`config.mk`:
```
export PLATFORM = sky130hd
export DESIGN_NAME = tnss_cell
export DESIGN_NICKNAME = d
export VERILOG_FILES = /design/src/sv/top_n_score_select_sort_macros.svh /design/src/sv/tnss_pkg.sv /design/src/sv/tnss_cell.sv
export SDC_FILE = /design/constraint.sdc
export NUM_CORES = 1
export LEC_CHECK = 0
export ABC_AREA = 1
export BUFFER_PORTS_ARGS = -buffer_cell sky130_fd_sc_hd__buf_4
export CORE_AREA = 2 2 307 309
export DETAILED_ROUTE_END_ITERATION = 16
export DIE_AREA = 0 0 309 311
export GPL_ROUTABILITY_DRIVEN = 0
export PLACE_DENSITY = 0.3
export SETUP_SLACK_MARGIN = 0.2
export SYNTH_ARGS = -nofsm -noshare
export SYNTH_HDL_FRONTEND = slang
export SYNTH_SLANG_ARGS = --single-unit
```
`constraint.sdc`:
```
create_clock -name i_clk -period 18.6 [get_ports i_clk]
set_input_delay 3.72 -clock i_clk [delete_from_list [all_inputs] [get_ports i_clk]]
set_output_delay 3.72 -clock i_clk [all_outputs]
set_load 0.005 [all_outputs]
```
`src/sv/top_n_score_select_sort_macros.svh`:
```
// Assertion macros for the top-n score selection block.
// Included by files that carry concurrent checks; expects i_clk and i_rst_n in scope.
`ifndef TOP_N_SCORE_SELECT_SORT_MACROS_SVH
`define TOP_N_SCORE_SELECT_SORT_MACROS_SVH

// Check a condition in the same cycle as its trigger
`define TNSS_ASSERT_NOW(lbl, ante, cons, msg) \
    lbl: assert property (@(posedge i_clk) disable iff (!i_rst_n) (ante) |-> (cons)) \
        else $error(msg);

// Check a condition in the cycle after its trigger
`define TNSS_ASSERT_NEXT(lbl, ante, cons, msg) \
    lbl: assert property (@(posedge i_clk) disable iff (!i_rst_n) (ante) |=> (cons)) \
        else $error(msg);

`endif

```
`src/sv/tnss_pkg.sv`:
```
// Shared types, widths and the score key function for the top-n selection block.
// No dependencies; imported by tnss_cell and top_n_score_select_sort.
package tnss_pkg;

    localparam int KEY_W        = 32;
    localparam int WORD_W       = 32;
    localparam int BOX_WORDS    = 5;
    localparam int BOX_W        = WORD_W * BOX_WORDS;
    localparam int TOP_W        = 7;
    localparam int CAPACITY_DEF = 64;

    // One held proposal: ranking key and box words
    typedef struct packed {
        logic              valid;
        logic [KEY_W-1:0]  key;
        logic [BOX_W-1:0]  box;
    } t_entry;

    // Per-cycle command broadcast to every cell of the chain
    typedef struct packed {
        logic ins;    // insert the new proposal
        logic shift;  // move every entry one cell toward the head
        logic clear;  // drop all entries
    } t_cell_ctl;

    // Map float bits to an unsigned key that orders like the float; -0 ranks as +0
    function automatic logic [KEY_W-1:0] score_key(input logic [KEY_W-1:0] bits);
        logic [KEY_W-1:0] b;
        b = bits;
        if (b == {1'b1, {(KEY_W-1){1'b0}}}) begin
            b = '0;
        end
        if (b[KEY_W-1]) begin
            return ~b;
        end
        return b | {1'b1, {(KEY_W-1){1'b0}}};
    endfunction

endpackage

```
`src/sv/tnss_cell.sv`:
```
// One cell of the sorted insertion chain: holds a single ranked proposal.
// Depends on tnss_pkg for t_entry and t_cell_ctl.
module tnss_cell (
    input  logic               i_clk,
    input  logic               i_rst_n,
    input  tnss_pkg::t_cell_ctl i_ctl,
    input  tnss_pkg::t_entry   i_new,
    input  tnss_pkg::t_entry   i_prev,
    input  tnss_pkg::t_entry   i_next,
    input  logic               i_prev_lt,
    output logic               o_lt,
    output tnss_pkg::t_entry   o_entry
);
    import tnss_pkg::*;

    logic             r_valid;
    logic [KEY_W-1:0] r_key;
    logic [BOX_W-1:0] r_box;
    logic             n_valid;
    logic [KEY_W-1:0] n_key;
    logic [BOX_W-1:0] n_box;

    // Newcomer outranks this cell when the cell is empty or strictly lower
    assign o_lt    = !r_valid || (r_key < i_new.key);
    assign o_entry = '{valid: r_valid, key: r_key, box: r_box};

    // Pick next content: clear, shift toward head, take newcomer, take neighbor, or hold
    always_comb begin
        n_valid = r_valid;
        n_key   = r_key;
        n_box   = r_box;
        if (i_ctl.clear) begin
            n_valid = 1'b0;
        end else if (i_ctl.shift) begin
            n_valid = i_next.valid;
            n_key   = i_next.key;
            n_box   = i_next.box;
        end else if (i_ctl.ins && o_lt) begin
            if (i_prev_lt) begin
                n_valid = i_prev.valid;
                n_key   = i_prev.key;
                n_box   = i_prev.box;
            end else begin
                n_valid = i_new.valid;
                n_key   = i_new.key;
                n_box   = i_new.box;
            end
        end
    end

    always_ff @(posedge i_clk) begin
        if (!i_rst_n) begin
            r_valid <= 1'b0;
        end else begin
            r_valid <= n_valid;
        end
        r_key <= n_key;
        r_box <= n_box;
    end

endmodule

```
==> flow_summary_export.csv <==
group,metric,value,unit
run_status,outcome,"finished, final reports clean",
pwr,power_leakage,7.82,nW
layout,utilization,19.6,%
clock_network,clock_sinks,193,
timing,fin_crit_sh,47.7,%
worst_setup_path,crit_arrival,5.16,ns
worst_setup_path,worstPathRequired,14.88,ns
layout,final_cell_area,18200,sq um
flow_run,max_cap_violations,0,
routing,drt_iter0_markers,569,
placement,post_dp_cell_area,17600,sq um
clock_network,tritoncts,"done",
routing,wl_met3,4380,um
routing,vias,11500,
routing,via_per_inst,3.66,
clock_network,clkTransAtPathRegs,0.08,ns
layout,drive_above_1_share,43.6,%
worst_setup_path,endpoint_kind,"output port",
worst_setup_path,rrSetupSlack,15.02,ns
floorplanning,die_x,309,um
floorplanning,die_h,311,um
logic_synthesis,muxShareOfSynthArea,0,%
timing,rsz0062_at_grt,"no",
timing,maxSlewHeadroom,36.1,%
logic_synthesis,synth-main-ff-cell,"edfxtp_1",
logic_synthesis,synth_area_leader_cell,"edfxtp_1",
logic_synthesis,ys_top_cells_by_area,"edfxtp_1, a21oi_1, nand2_1, nor2_1, ha_1",
logic_synthesis,synth_edf_count,192,
routing,ant_nets,0,
clock_network,cts_htree_levels,4,
logic_synthesis,yosysUniqueCellTypes,24,
clock_network,cts_buffers,17,
routing,m1WireLength,23400,um
grt,grt_overflow_total,0,
worst_setup_path,crit_path_top_delay_cell,"a21oi_1",
logic_synthesis,async_reset_ff_share,0,%
clock_network,root_buffer,"clkbuf_16",
logic_synthesis,synth_compound_gate_area_share,20.9,%
floorplanning,core,92800,sq um
logic_synthesis,ys_seq_area_share,55.2,%
timing,finalMaxSlewViolations,0,
timing,finalHoldViolCount,0,
routing,top_layer,"met4",
logic_synthesis,synth_top_family_by_area,"compound AO/OA/AOI/OAI gates",
routing,drc,0,
logic_synthesis,syn_area,10500,sq um
grt,grt_usage,12.4,%
pwr,powerDensity,66.4,nW/um^2
pwr,ir_drop,0.0000695,V
logic_synthesis,yosys.area_share.simple,14.9,%
placement,io_buffers,778,
worst_setup_path,cp_common_cell,"nand2_1",
logic_synthesis,synth_fa_ha_area_share,3.70,%
worst_setup_path,max_stage_delay,0.30,ns
floorplanning,initial_utilization,11.3,%
grt,grt_max_degree,96,
grt,antenna_found_initial,2,
grt,grt_pass1_wl,86100,um
timing,skew,0.0167,ns
grt,grt_pass1_vias,12000,
clock_network,cts.path.max_buffers,2,
logic_synthesis,synth_top_area_share,55.0,%
floorplanning,io_pins,779,
timing,finalSetupViolCount,0,
logic_synthesis,yosysMostFrequentCell,"a21oi_1",
clock_network,clk_latency,0.50,ns
layout,fin_nets,2503,
worst_setup_path,path_cells,"buf_4, inv_1, ha_1, a21oi_1, o21ai_0, nand2_1, nand2_1, a21oi_1, nand2_1, nand2_2, buf_4",
routing,route.met2.wl,32900,um
layout,area_growth,73.4,%
worst_setup_path,critPathLaunchType,"input port",
worst_setup_path,worstSetupPathType,"input port to output port",
timing,worst_pin_slew,0.959,ns
logic_synthesis,ys_seq_elements,193,
routing,post_drt_wl_per_cell,19.6,um
clock_network,cts_setup_buffers,0,
logic_synthesis,avgSynthCellArea,9.00,sq um
timing,timing.fmax,113,MHz
logic_synthesis,syn_nets,1780,
layout,nFillCells,10500,
routing,drt_wl_total,61800,um
min_path,min_path_type,"flop to flop",
timing,fin_crit,8.88,ns
logic_synthesis,synth_cells,1164,
floorplanning,fp.dieArea,96100,sq um
logic_synthesis,ys_warn_count,0,
logic_synthesis,synth_xor_area_share,0,%
timing,setup-tns-final,0,ns
routing,first_pass_iters,4,
placement,dp.final_hpwl,48600,um
worst_setup_path,crit_path_max_fanout,2,
logic_synthesis,synth_common_cells,"a21oi_1, nand2_1, edfxtp_1, nor2_1, buf_2",
floorplanning,rows,112,
clock_network,cts-resized-gates,0,
clock_network,cts_hold_buf,0,
critical path: cells and delay by family:
kind / cells / cell delay, ns
simple gates: 4 / 0.32
buf+inv: 3 / 0.31
compound gates: 3 / 0.56
fa+ha+maj: 1 / 0.24
layer usage:
layer / GRT usage, % / vias up
li1: - / 5519
met1: 13.7 / 5531
met2: 22.9 / 453
met3: 3.58 / 46
met4: 3.68 / 0
met5: 0 / -
cell type report:
type,instances,area [sq um],area share [%]
Timing Repair Buffer,790,5940,32.7
Sequential cell,193,5790,31.9
Multi-Input combinational cell,845,4140,22.8
Tap cell,1254,1570,8.64
Clock buffer,18,429,2.36
Inverter,40,163,0.895
Clock inverter,14,130,0.716
Antenna cell,2,5.00,0.0276
kinds of logic (layout without fill, tap and decap cells):
group | count (synthesis) | after routing
flip-flops | 193 | 193
AND/OR/NAND/NOR | 408 | 408
adder cells (fa/ha/maj) | 31 | 31
AO/OA/AOI/OAI | 406 | 406
other | 0 | 2
buffers and inverters | 126 | 862
placed cells by master, fill, tap and decap left out, types with 3 or more instances in the layout:
master     instances
edfxtp_1         192
buf_4            788
o211ai_1          29
o21a_1            30
inv_6              6
inv_1             36
nand2_2            3
o21ai_0            5
ha_1              31
nand3_1            4
nand2_1          224
clkbuf_16         17
nor2_1           173
clkinv_1           3
a21oi_1          339
report_power, final:
part / total (mW) / switching, mW / internal [mW] / leakage [nW]
combinational: 0.287 / 0.138 / 0.149 / 5.71
clock: 0.387 / 0.201 / 0.187 / 0.273
sequential: 0.531 / 0.0118 / 0.519 / 1.83
through the flow:
step | setup WS, ns | hold slack (ns) | cells | total power, mW
floorplan | 3.90 | 0.573 | 1164 | 0.645
global placement | 9.55 | 0.629 | 3122 | 0.838
detailed placement | 9.54 | 0.626 | 3122 | 0.835
CTS | 9.54 | 0.639 | 3154 | 1.24
global route | 9.46 | 0.670 | 3156 | 1.27
finish | 9.72 | 0.630 | 3156 | 1.21
worst paths after layout:
kind | from | endpoint | cells after the start
worst min-delay path | r_valid | r_valid | 4
worst max register to register | r_key[27] | r_box[0] | 12
worst max-delay path | i_new[187] | o_lt | 11
worst min register to register | r_valid | r_valid | 4
registers in the layout, indices dropped and copies added (netlist names):
| signal | cells |
|---|---|
| r_key | 32 |
| r_valid | 1 |
| r_box | 160 |
(Power assumes the default switching activity.)
